--- config.mk ---
export PLATFORM = sky130hd
export DESIGN_NAME = frame_pool_window_evictor
export DESIGN_NICKNAME = d
export VERILOG_FILES = /design/src/design/fpwe_pkg.sv /design/src/design/fpwe_dp.sv /design/src/design/fpwe_ctrl.sv /design/src/design/frame_pool_window_evictor.sv
export SDC_FILE = /design/constraint.sdc
export NUM_CORES = 2
export LEC_CHECK = 0
export BUFFER_PORTS_ARGS = -buffer_cell sky130_fd_sc_hd__buf_2
export CAP_MARGIN = 20
export CORE_MARGIN = 2
export CORE_UTILIZATION = 55
export CTS_BUF_LIST = sky130_fd_sc_hd__clkbuf_2
export CTS_CLUSTER_SIZE = 14
export DETAILED_ROUTE_END_ITERATION = 10
export PLACE_DENSITY_LB_ADDON = 0.3
export SETUP_SLACK_MARGIN = 0.3
export SLEW_MARGIN = 0
export SYNTH_ARGS = -nofsm -noshare
export SYNTH_HDL_FRONTEND = slang
export SYNTH_HIERARCHICAL = 1
export SYNTH_SLANG_ARGS = --single-unit
--- constraint.sdc ---
create_clock -name clk -period 16.6 [get_ports clk]
set_clock_uncertainty 0.15 [all_clocks]
set_input_delay 1.66 -clock clk [delete_from_list [all_inputs] [get_ports clk]]
set_output_delay 1.66 -clock clk [all_outputs]
set_load 0.005 [all_outputs]
--- src/design/fpwe_pkg.sv ---
// Shared types, codes and constants of the frame pool window evictor.
`default_nettype none
package fpwe_pkg;

	localparam int SLOTS_DEF    = 32;
	localparam int BUF_BITS_DEF = 8;

	// Byte budget of the pool; pixels cost four bytes each
	localparam logic [29:0] BYTE_LIMIT = 30'd1000000000;
	localparam int          PIX_SHIFT  = 2;

	localparam logic signed [31:0] FRAME_MIN = 32'sh8000_0000;

	localparam logic [1:0] CFG_POOL_SIZE    = 2'd0;
	localparam logic [1:0] CFG_READ_AHEAD   = 2'd1;
	localparam logic [1:0] CFG_FRAME_LENGTH = 2'd2;

	typedef enum logic [1:0] {
		CMD_POSITION = 2'd0,
		CMD_INSERT   = 2'd1,
		CMD_LOOKUP   = 2'd2,
		CMD_CANCEL   = 2'd3
	} cmd_t;

	typedef enum logic [1:0] {
		KIND_RECYCLE = 2'd0,
		KIND_STATUS  = 2'd1,
		KIND_LOOKUP  = 2'd2,
		KIND_STOP    = 2'd3
	} kind_t;

	typedef struct packed {
		logic [1:0]         cmd;
		logic signed [31:0] frame;
		logic               backward;
		logic [7:0]         buffer_id;
		logic [12:0]        pic_width;
		logic [12:0]        pic_height;
	} in_item_t;

	typedef struct packed {
		logic [1:0]         kind;
		logic [7:0]         out_buffer;
		logic signed [31:0] out_frame;
		logic               out_backward;
		logic               hit;
		logic               overflow;
		logic               last;
	} out_item_t;

	typedef enum logic [4:0] {
		OP_NONE,
		OP_LOAD,
		OP_SCAN_INIT,
		OP_AREA,
		OP_LIM_STEP,
		OP_WIN,
		OP_EVICT,
		OP_COMPACT,
		OP_COMPACT_END,
		OP_FIND,
		OP_PUSH_POS,
		OP_PUSH_LOOK,
		OP_REPLACE,
		OP_PUSH_OVF,
		OP_SHIFT_INIT,
		OP_SHIFT,
		OP_PLACE,
		OP_PUSH_STOP,
		OP_DRAIN,
		OP_CLEAR,
		OP_FLUSH
	} dp_op_t;

	typedef struct packed {
		dp_op_t op;
		logic   desc;
	} ctl_t;

	typedef struct packed {
		logic n_zero;
		logic n_full;
		logic fl_zero;
		logic play_bw;
		logic lim_last;
		logic excess_zero;
		logic rem_zero;
		logic stop;
		logic found;
		logic any_kill;
		logic wr_eq_pos;
	} sts_t;

	typedef enum logic [4:0] {
		S_IDLE,
		S_EV_START,
		S_EV_RD,
		S_EV_AREA,
		S_EV_LIM,
		S_EV_WIN,
		S_EV_INIT,
		S_EV_READ,
		S_EV_EVAL,
		S_CP_INIT,
		S_CP_READ,
		S_CP_EVAL,
		S_FD_INIT,
		S_FD_READ,
		S_FD_EVAL,
		S_SH_READ,
		S_SH_EVAL,
		S_CN_STOP,
		S_CN_INIT,
		S_CN_READ,
		S_CN_EVAL,
		S_FLUSH
	} state_t;

endpackage
`default_nettype wire

--- src/design/fpwe_dp.sv ---
// Datapath: sorted entry memory, limit search, window test and result staging.
`default_nettype none
module fpwe_dp #(
	parameter int SLOTS    = fpwe_pkg::SLOTS_DEF,
	parameter int BUF_BITS = fpwe_pkg::BUF_BITS_DEF
) (
	input  wire                  clk,
	input  wire                  arst_n,
	input  fpwe_pkg::in_item_t   item,
	input  wire                  cfg_we,
	input  wire [1:0]            cfg_index,
	input  wire [30:0]           cfg_data,
	input  fpwe_pkg::ctl_t       ctl,
	output fpwe_pkg::sts_t       sts,
	output logic                 result_valid,
	output fpwe_pkg::out_item_t  result
);
	import fpwe_pkg::*;

	localparam int AW = (SLOTS > 1) ? $clog2(SLOTS) : 1;
	localparam int CW = $clog2(SLOTS + 1);

	typedef struct packed {
		logic signed [31:0]  frame;
		logic [BUF_BITS-1:0] buffer;
		logic [12:0]         w;
		logic [12:0]         h;
	} ent_t;

	function automatic logic signed [31:0] clip(input logic signed [31:0] f,
		input logic [30:0] fl);
		logic signed [31:0] lim;
		lim = $signed({1'b0, fl});
		if (f < 0)
			clip = '0;
		else if (f >= lim)
			clip = lim;
		else
			clip = f;
	endfunction

	ent_t mem [SLOTS];
	ent_t rd_q, new_q;

	logic [4:0]          pool_q;
	logic [7:0]          ra_q;
	logic [30:0]         fl_q;
	logic signed [31:0]  play_pos_q;
	logic                play_bw_q;
	logic signed [31:0]  key_q;
	logic [CW-1:0]       n_q, idx_q, wr_q, pos_q, rem_q, excess_q;
	logic                dir_q;
	logic [4:0]          lim_q;
	logic [2:0]          bit_q;
	logic [25:0]         bytes_q;
	logic signed [33:0]  lo_q, hi_q;
	logic [SLOTS-1:0]    kill_q;
	logic                any_kill_q, found_q, stop_q;
	logic [BUF_BITS-1:0] fbuf_q;
	out_item_t           pend_q;
	logic                pend_v_q;

	logic signed [31:0]  p;
	logic [4:0]          cand;
	logic [32:0]         prod;
	logic                lim_ok;
	logic signed [33:0]  f34, p34, l34, r34;
	logic                out_win;
	logic                push;
	out_item_t           res_new;
	out_item_t           pend_out;
	logic                mem_we;
	logic [AW-1:0]       mem_wa;
	ent_t                mem_wd;
	logic [6:0]          n7, l7;

	assign p    = clip(play_pos_q, fl_q);
	assign cand = lim_q | (5'd1 << bit_q);
	assign prod = 33'(cand) * (33'(bytes_q) << PIX_SHIFT);
	assign lim_ok = (cand <= pool_q) && (prod <= 33'(BYTE_LIMIT));
	assign f34 = 34'(rd_q.frame);
	assign p34 = 34'(p);
	assign l34 = $signed({29'd0, lim_q});
	assign r34 = $signed({26'd0, ra_q});
	assign out_win = (f34 < lo_q) || (f34 >= hi_q);
	assign n7 = 7'(n_q);
	assign l7 = 7'(lim_q);

	// Outgoing beat: flag last only on the flush that ends the command
	always_comb begin
		pend_out      = pend_q;
		pend_out.last = (ctl.op == OP_FLUSH);
	end

	always_comb begin
		push    = 1'b0;
		res_new = '0;
		mem_we  = 1'b0;
		mem_wa  = wr_q[AW-1:0];
		mem_wd  = rd_q;
		case (ctl.op)
			OP_EVICT: begin
				push = out_win;
				res_new.kind = KIND_RECYCLE;
				res_new.out_buffer = 8'(rd_q.buffer);
				res_new.out_frame = rd_q.frame;
			end
			OP_DRAIN: begin
				push = 1'b1;
				res_new.kind = KIND_RECYCLE;
				res_new.out_buffer = 8'(rd_q.buffer);
				res_new.out_frame = rd_q.frame;
			end
			OP_PUSH_POS: begin
				push = 1'b1;
				res_new.kind = KIND_STATUS;
				res_new.out_frame = key_q;
				res_new.out_backward = play_bw_q;
				res_new.hit = found_q;
			end
			OP_PUSH_LOOK: begin
				push = 1'b1;
				res_new.kind = KIND_LOOKUP;
				res_new.out_buffer = found_q ? 8'(fbuf_q) : 8'd0;
				res_new.out_frame = key_q;
				res_new.hit = found_q;
			end
			OP_REPLACE: begin
				push = 1'b1;
				res_new.kind = KIND_RECYCLE;
				res_new.out_buffer = 8'(fbuf_q);
				res_new.out_frame = key_q;
				mem_we = 1'b1;
				mem_wa = idx_q[AW-1:0];
				mem_wd = new_q;
			end
			OP_PUSH_OVF: begin
				push = 1'b1;
				res_new.kind = KIND_RECYCLE;
				res_new.out_buffer = 8'(new_q.buffer);
				res_new.out_frame = key_q;
				res_new.overflow = 1'b1;
			end
			OP_PUSH_STOP: begin
				push = 1'b1;
				res_new.kind = KIND_STOP;
			end
			OP_COMPACT: mem_we = !kill_q[idx_q[AW-1:0]];
			OP_SHIFT:   mem_we = 1'b1;
			OP_PLACE: begin
				mem_we = 1'b1;
				mem_wa = pos_q[AW-1:0];
				mem_wd = new_q;
			end
			default: ;
		endcase
	end

	// Entry memory: one write and one registered read a cycle
	always_ff @(posedge clk) begin
		if (mem_we)
			mem[mem_wa] <= mem_wd;
		rd_q <= mem[idx_q[AW-1:0]];
	end

	// Payload registers
	always_ff @(posedge clk) begin
		if (ctl.op == OP_LOAD) begin
			key_q <= (item.cmd == CMD_LOOKUP) ? clip(item.frame, fl_q) : item.frame;
			new_q.frame  <= item.frame;
			new_q.buffer <= BUF_BITS'(item.buffer_id);
			new_q.w      <= item.pic_width;
			new_q.h      <= item.pic_height;
		end
		if (ctl.op == OP_AREA)
			bytes_q <= 26'(rd_q.w) * 26'(rd_q.h);
		if (ctl.op == OP_WIN) begin
			lo_q <= play_bw_q ? p34 - l34 : p34 - l34 - r34;
			hi_q <= play_bw_q ? p34 + l34 + r34 : p34 + l34;
		end
		if (ctl.op == OP_FIND && rd_q.frame == key_q)
			fbuf_q <= rd_q.buffer;
		if (push)
			pend_q <= res_new;
		if ((push || ctl.op == OP_FLUSH) && pend_v_q)
			result <= pend_out;
	end

	always_ff @(posedge clk or negedge arst_n) begin
		if (!arst_n) begin
			pool_q       <= 5'd16;
			ra_q         <= 8'd8;
			fl_q         <= '0;
			play_pos_q   <= FRAME_MIN;
			play_bw_q    <= 1'b0;
			n_q          <= '0;
			idx_q        <= '0;
			wr_q         <= '0;
			pos_q        <= '0;
			rem_q        <= '0;
			excess_q     <= '0;
			dir_q        <= 1'b0;
			lim_q        <= '0;
			bit_q        <= '0;
			kill_q       <= '0;
			any_kill_q   <= 1'b0;
			found_q      <= 1'b0;
			stop_q       <= 1'b0;
			pend_v_q     <= 1'b0;
			result_valid <= 1'b0;
		end else begin
			if (cfg_we) begin
				unique case (cfg_index)
					CFG_POOL_SIZE:    pool_q <= cfg_data[4:0];
					CFG_READ_AHEAD:   ra_q   <= cfg_data[7:0];
					CFG_FRAME_LENGTH: fl_q   <= cfg_data;
					default: ;
				endcase
			end

			result_valid <= (push || ctl.op == OP_FLUSH) && pend_v_q;
			if (push)
				pend_v_q <= 1'b1;
			else if (ctl.op == OP_FLUSH)
				pend_v_q <= 1'b0;

			case (ctl.op)
				OP_LOAD: begin
					if (item.cmd == CMD_POSITION && fl_q != '0) begin
						play_pos_q <= item.frame;
						play_bw_q  <= item.backward;
					end
				end
				OP_SCAN_INIT: begin
					idx_q   <= ctl.desc ? n_q - CW'(1) : '0;
					dir_q   <= ctl.desc;
					rem_q   <= n_q;
					wr_q    <= '0;
					found_q <= 1'b0;
					stop_q  <= 1'b0;
				end
				OP_AREA: begin
					lim_q <= '0;
					bit_q <= 3'd4;
				end
				OP_LIM_STEP: begin
					if (lim_ok)
						lim_q <= cand;
					bit_q <= bit_q - 3'd1;
				end
				OP_WIN: excess_q <= (n7 > l7) ? CW'(n7 - l7) : '0;
				OP_EVICT: begin
					if (out_win) begin
						kill_q[idx_q[AW-1:0]] <= 1'b1;
						any_kill_q <= 1'b1;
						excess_q   <= excess_q - CW'(1);
					end
					idx_q <= dir_q ? idx_q - CW'(1) : idx_q + CW'(1);
					rem_q <= rem_q - CW'(1);
				end
				OP_COMPACT: begin
					if (!kill_q[idx_q[AW-1:0]])
						wr_q <= wr_q + CW'(1);
					idx_q <= idx_q + CW'(1);
					rem_q <= rem_q - CW'(1);
				end
				OP_COMPACT_END: begin
					n_q        <= wr_q;
					kill_q     <= '0;
					any_kill_q <= 1'b0;
				end
				OP_FIND: begin
					if (rd_q.frame == key_q) begin
						found_q <= 1'b1;
						stop_q  <= 1'b1;
					end else if (rd_q.frame > key_q) begin
						stop_q <= 1'b1;
					end else begin
						idx_q <= idx_q + CW'(1);
						rem_q <= rem_q - CW'(1);
					end
				end
				OP_SHIFT_INIT: begin
					pos_q <= idx_q;
					wr_q  <= n_q;
					idx_q <= n_q - CW'(1);
				end
				OP_SHIFT: begin
					wr_q  <= wr_q - CW'(1);
					idx_q <= idx_q - CW'(1);
				end
				OP_PLACE: n_q <= n_q + CW'(1);
				OP_DRAIN: begin
					idx_q <= idx_q + CW'(1);
					rem_q <= rem_q - CW'(1);
				end
				OP_CLEAR: begin
					n_q        <= '0;
					play_pos_q <= FRAME_MIN;
				end
				default: ;
			endcase
		end
	end

	assign sts.n_zero      = (n_q == '0);
	assign sts.n_full      = (n_q == CW'(SLOTS));
	assign sts.fl_zero     = (fl_q == '0);
	assign sts.play_bw     = play_bw_q;
	assign sts.lim_last    = (bit_q == '0);
	assign sts.excess_zero = (excess_q == '0);
	assign sts.rem_zero    = (rem_q == '0);
	assign sts.stop        = stop_q;
	assign sts.found       = found_q;
	assign sts.any_kill    = any_kill_q;
	assign sts.wr_eq_pos   = (wr_q == pos_q);

endmodule
`default_nettype wire

--- src/design/fpwe_ctrl.sv ---
// Controller: sequences eviction, compaction, search, insertion and cancel.
`default_nettype none
module fpwe_ctrl (
	input  wire                clk,
	input  wire                arst_n,
	input  wire                start,
	input  wire [1:0]          cmd,
	input  fpwe_pkg::sts_t     sts,
	output fpwe_pkg::ctl_t     ctl,
	output logic               busy
);
	import fpwe_pkg::*;

	state_t state_q, state_d;
	cmd_t   cmd_q;

	always_ff @(posedge clk or negedge arst_n) begin
		if (!arst_n) begin
			state_q <= S_IDLE;
			cmd_q   <= CMD_POSITION;
		end else begin
			state_q <= state_d;
			if (state_q == S_IDLE && start)
				cmd_q <= cmd_t'(cmd);
		end
	end

	always_comb begin
		state_d  = state_q;
		ctl.op   = OP_NONE;
		ctl.desc = 1'b0;
		busy     = (state_q != S_IDLE);
		unique case (state_q)
			S_IDLE: begin
				if (start) begin
					ctl.op = OP_LOAD;
					unique case (cmd_t'(cmd))
						CMD_POSITION: state_d = sts.fl_zero ? S_IDLE : S_EV_START;
						CMD_INSERT:   state_d = S_EV_START;
						CMD_LOOKUP:   state_d = S_FD_INIT;
						CMD_CANCEL:   state_d = S_CN_STOP;
						default:      state_d = S_IDLE;
					endcase
				end
			end
			S_EV_START: begin
				if (sts.n_zero) begin
					state_d = S_FD_INIT;
				end else begin
					ctl.op  = OP_SCAN_INIT;
					state_d = S_EV_RD;
				end
			end
			S_EV_RD:   state_d = S_EV_AREA;
			S_EV_AREA: begin
				ctl.op  = OP_AREA;
				state_d = S_EV_LIM;
			end
			S_EV_LIM: begin
				ctl.op = OP_LIM_STEP;
				if (sts.lim_last)
					state_d = S_EV_WIN;
			end
			S_EV_WIN: begin
				ctl.op  = OP_WIN;
				state_d = S_EV_INIT;
			end
			S_EV_INIT: begin
				if (sts.excess_zero) begin
					state_d = S_FD_INIT;
				end else begin
					ctl.op   = OP_SCAN_INIT;
					ctl.desc = sts.play_bw;
					state_d  = S_EV_READ;
				end
			end
			S_EV_READ: begin
				if (sts.excess_zero || sts.rem_zero)
					state_d = sts.any_kill ? S_CP_INIT : S_FD_INIT;
				else
					state_d = S_EV_EVAL;
			end
			S_EV_EVAL: begin
				ctl.op  = OP_EVICT;
				state_d = S_EV_READ;
			end
			S_CP_INIT: begin
				ctl.op  = OP_SCAN_INIT;
				state_d = S_CP_READ;
			end
			S_CP_READ: begin
				if (sts.rem_zero) begin
					ctl.op  = OP_COMPACT_END;
					state_d = S_FD_INIT;
				end else begin
					state_d = S_CP_EVAL;
				end
			end
			S_CP_EVAL: begin
				ctl.op  = OP_COMPACT;
				state_d = S_CP_READ;
			end
			S_FD_INIT: begin
				ctl.op  = OP_SCAN_INIT;
				state_d = S_FD_READ;
			end
			S_FD_READ: begin
				if (sts.rem_zero || sts.stop) begin
					state_d = S_FLUSH;
					unique case (cmd_q)
						CMD_POSITION: ctl.op = OP_PUSH_POS;
						CMD_LOOKUP:   ctl.op = OP_PUSH_LOOK;
						CMD_INSERT: begin
							if (sts.found) begin
								ctl.op = OP_REPLACE;
							end else if (sts.n_full) begin
								ctl.op = OP_PUSH_OVF;
							end else begin
								ctl.op  = OP_SHIFT_INIT;
								state_d = S_SH_READ;
							end
						end
						default: ctl.op = OP_NONE;
					endcase
				end else begin
					state_d = S_FD_EVAL;
				end
			end
			S_FD_EVAL: begin
				ctl.op  = OP_FIND;
				state_d = S_FD_READ;
			end
			S_SH_READ: begin
				if (sts.wr_eq_pos) begin
					ctl.op  = OP_PLACE;
					state_d = S_FLUSH;
				end else begin
					state_d = S_SH_EVAL;
				end
			end
			S_SH_EVAL: begin
				ctl.op  = OP_SHIFT;
				state_d = S_SH_READ;
			end
			S_CN_STOP: begin
				ctl.op  = OP_PUSH_STOP;
				state_d = S_CN_INIT;
			end
			S_CN_INIT: begin
				ctl.op  = OP_SCAN_INIT;
				state_d = S_CN_READ;
			end
			S_CN_READ: begin
				if (sts.rem_zero) begin
					ctl.op  = OP_CLEAR;
					state_d = S_FLUSH;
				end else begin
					state_d = S_CN_EVAL;
				end
			end
			S_CN_EVAL: begin
				ctl.op  = OP_DRAIN;
				state_d = S_CN_READ;
			end
			S_FLUSH: begin
				ctl.op  = OP_FLUSH;
				state_d = S_IDLE;
			end
			default: state_d = S_IDLE;
		endcase
	end

endmodule
`default_nettype wire

--- src/design/frame_pool_window_evictor.sv ---
// Top level of the frame pool window evictor: controller plus datapath.
`default_nettype none
// Entries live in a memory kept sorted by frame number, visited one entry at a
// time through its registered read port. A command is taken when start
// is high and busy low; results come out at most one per cycle on result_valid
// with no back-pressure, the final beat of a command flagged by last and
// appearing in the first cycle after busy drops. A lookup scans entries until
// it meets the key or one above it. A position change (ignored while the frame
// length is zero) or an insert first runs eviction: the limit search, a scan of
// the entries, and compaction when anything was evicted; the search follows,
// and an insert also shifts the entries above the new one. Cancel emits a stop
// and then recycles every entry held.
module frame_pool_window_evictor #(
	parameter int SLOTS          = fpwe_pkg::SLOTS_DEF,
	parameter int BUFFER_ID_BITS = fpwe_pkg::BUF_BITS_DEF
) (
	input  wire                  clk,
	input  wire                  arst_n,
	input  wire                  start,
	output logic                 busy,
	input  fpwe_pkg::in_item_t   item,
	input  wire                  cfg_we,
	input  wire [1:0]            cfg_index,
	input  wire [30:0]           cfg_data,
	output logic                 result_valid,
	output fpwe_pkg::out_item_t  result
);
	import fpwe_pkg::*;

	ctl_t ctl;
	sts_t sts;

	fpwe_ctrl u_ctrl (
		.clk    (clk),
		.arst_n (arst_n),
		.start  (start),
		.cmd    (item.cmd),
		.sts    (sts),
		.ctl    (ctl),
		.busy   (busy)
	);

	fpwe_dp #(
		.SLOTS    (SLOTS),
		.BUF_BITS (BUFFER_ID_BITS)
	) u_dp (
		.clk          (clk),
		.arst_n       (arst_n),
		.item         (item),
		.cfg_we       (cfg_we),
		.cfg_index    (cfg_index),
		.cfg_data     (cfg_data),
		.ctl          (ctl),
		.sts          (sts),
		.result_valid (result_valid),
		.result       (result)
	);

endmodule
`default_nettype wire
==> reports/summary.txt <==
Vias: 70540
Sequential area share after synthesis: 66.25%
Final worst path period need: 7.613 ns
Maxcap violations: 0
Final hold violations: 0
Root Driver: clkbuf_2
Final Max Tran Viols: 0
Final Wtd Congestion: 0.9126
Number of synthesized flops with an enable pin: 2402
WL per Instance: 29.00 um
Fmax: 0.1314 GHz
CTS tree: yes
Netlist Area Pre-Place: 117100 sq um
RSZ-0062 raised after global routing: no
Post-DRT Antenna Nets: 0
Share of layout cells above drive strength 1: 25.93%
Ys Warns: 6
Reg2reg start: u_dp/fl_q[13]
Final setup violating endpoints: 0
Hold crit path type: register to register
Data arrival, critical path: 8.97 ns
Routed wire length: 321.5 mm
Remaining global-route overflow: 0
Area grow syn2layout: 10.08%
CTS Buf Count: 650
Num rows: 169
Syn Inst Count: 6996
Setup TNS Final: 0 ns
Post-CTS Setup Inserts: 0
Die boundary width: 465.5 um
Clk slew on worst S/H paths: 0.12 ns
CP Class: register to register
Starting Density: 55.29%
First-pass GRT wire length: 468.0 mm
GRT Overall Usage: 29.63%
Worst hold start: u_dp/pend_out[32]
FILL cells: 15590
Io pins: 154
Post-synth cell types: 111
DPL Wire Length: 188.2 mm
Nets: 8366
Synth top area share: 61.58%
Residual DRC: 0
Measured slew at the worst slew-check pin: 1.221 ns
Element type at the critical path end: register
Top cells by area, synth: edfxtp_1 62%, mux4_2 10%, dfrtp_1 3.5%
Final period utilization: 45.86%
Critical-path cell with the highest stage delay: or4b_1
Post-synth top area cell: edfxtp_1
Port bufs: 153
Outcome: complete, no violations
Launch point of the worst path: u_dp/fl_q[13]
Die area: 216700 sq um
Worst-Skew Late Latency: 1.92 ns
Drt initial violations: 8991
Largest net degree at the start of global routing: 130
Drt via density: 6.363
Vias in the first global route: 70660
Initial antenna violation count: 19
Slew headroom: 18.60%
Synth Net Count: 7620
#FFs+latches synth: 2634
CP Data Required Time: 17.96 ns
Post-synth top flop: edfxtp_1
Drt first pass iters: 6
Longest Clk Path Bufs: 4
Core Region: 211900 sq um
Post-Synthesis Mean Instance Area: 16.74 sq um
Crit path largest cell delay: 0.74 ns
CTS resizes: 0
Synth async-reset ratio: 6.302%
DIE HEIGHT: 465.5 um
Clk sink count: 2634
Critical path fanouts, max: 23
Synth cell count leaders: 2402 x edfxtp_1, 536 x mux4_2, 383 x inv_1
Count leader, synth: edfxtp_1
Setup crit start kind: register
Max H-tree Level: 6
## kinds of logic (layout without fill, tap and decap cells)
logic type | after synthesis | in the layout | share of synthesized area, %
compound gates | 1035 | 1035 | 6.118
xor+xnor | 161 | 161 | 1.204
fa+ha+maj | 523 | 523 | 6.852
buf+inv | 718 | 1978 | 2.374
flops | 2634 | 2634 | 66.25
mux | 689 | 689 | 11.75
other cells | 1 | 10 | 0.003201
simple gates | 1235 | 1235 | 5.444
## what timing repair did
item                                   in CTS  in global routing
hold buffers                              109                  0
setup endpoints to repair                   0                  0
endpoints found under the hold margin     264                  0
## flip-flops by register name, indices dropped and copies added (netlist names), 8 cells and up
signal           flops
u_dp/play_pos_q     32
u_dp/fl_q           31
u_dp/mem          2112
u_dp/key_q          32
u_dp/ra_q            8
u_dp/f34            32
u_dp/result         46
u_dp/fbuf_q          8
u_dp/bytes_q        26
u_dp/rd_q           34
u_dp/kill_q         32
u_dp/hi_q           33
u_dp/lo_q           34
u_dp/pend_out       45
u_dp/new_q          66
## placed cells by master (no fill, tap or decap), drive strengths merged, types with 14 or more instances in the layout
master       count
and3            36
nand2          342
a31oi           21
clkbuf         986
a211oi          19
edfxtp        2402
fa             199
a22o            97
dfxtp           66
or2             23
dfrtp          163
o21bai          14
mux2           125
nor2b           98
nand2b          42
dlygate4sd3    109
inv            399
clkinv         151
xor2            55
mux4           536
nand4          118
nor2           220
nand3           61
nor3            76
o22ai           17
nor4            30
xnor2          106
ha             319
buf            316
or3             15
o21a            23
a22oi          270
a21o            69
a21oi          196
mux2i           28
and2           112
o211ai          15
o21ai          181
## layout make-up
type	count	area, sq um	share of cell area (%)
Multi-Input combinational cell	3644	37120	28.79
Tap cell	2821	3530	2.737
Timing Repair Buffer	425	3172	2.460
Clock buffer	986	4935	3.827
Clock inverter	180	1091	0.8462
Sequential cell	2634	77620	60.19
Inverter	387	1458	1.130
Antenna cell	9	22.52	0.01747
## worst max-delay path: cells and delay by family, from the launching register on
family | cells | cell delay (ns)
simple gates | 6 | 2.01
compound gates | 10 | 1.80
fa+ha+maj | 5 | 1.66
xor+xnor | 2 | 0.36
mux | 1 | 0.09
flops | 1 | 0.50
buf+inv | 5 | 0.74
## routing by layer
layer	vias up	GRT usage (%)	wire length [um]
met5	-	0	57
met4	8	11.17	11450
met3	625	6.722	38060
met2	4553	45.70	149800
met1	35980	41.63	122100
li1	29370	-	-
## stage by stage
stage | cell area [sq um] | cells | hold slack (ns) | setup slack [ns] | util (%)
after floorplan | 117100 | 6996 | 0.2503 | 3.322 | -
after global placement | 121800 | 9799 | 0.2518 | 9.218 | 57.47
after detailed placement | 121800 | 9800 | 0.2545 | 9.081 | 57.47
after CTS | 128900 | 11080 | 0.01083 | 9.030 | 60.83
after global routing | 128900 | 11090 | 0.1319 | 8.532 | 60.86
final | 128900 | 11090 | 0.2050 | 8.987 | 60.86
## worst paths after layout
check	end	slack, ns	cells after the start
max in group asynchronous	u_dp/kill_q[31]	14.43	4
setup reg to reg	u_dp/hi_q[25]	8.99	29
hold reg to reg	u_dp/result[32]	0.20	0
setup / recovery	u_dp/hi_q[25]	8.99	29
min in group asynchronous	u_dp/fl_q[10]	0.32	2
hold / removal	u_dp/result[32]	0.20	0
Power is not shown: default switching activity piles up to over one toggle a cycle in this logic, so the estimate is an artifact.
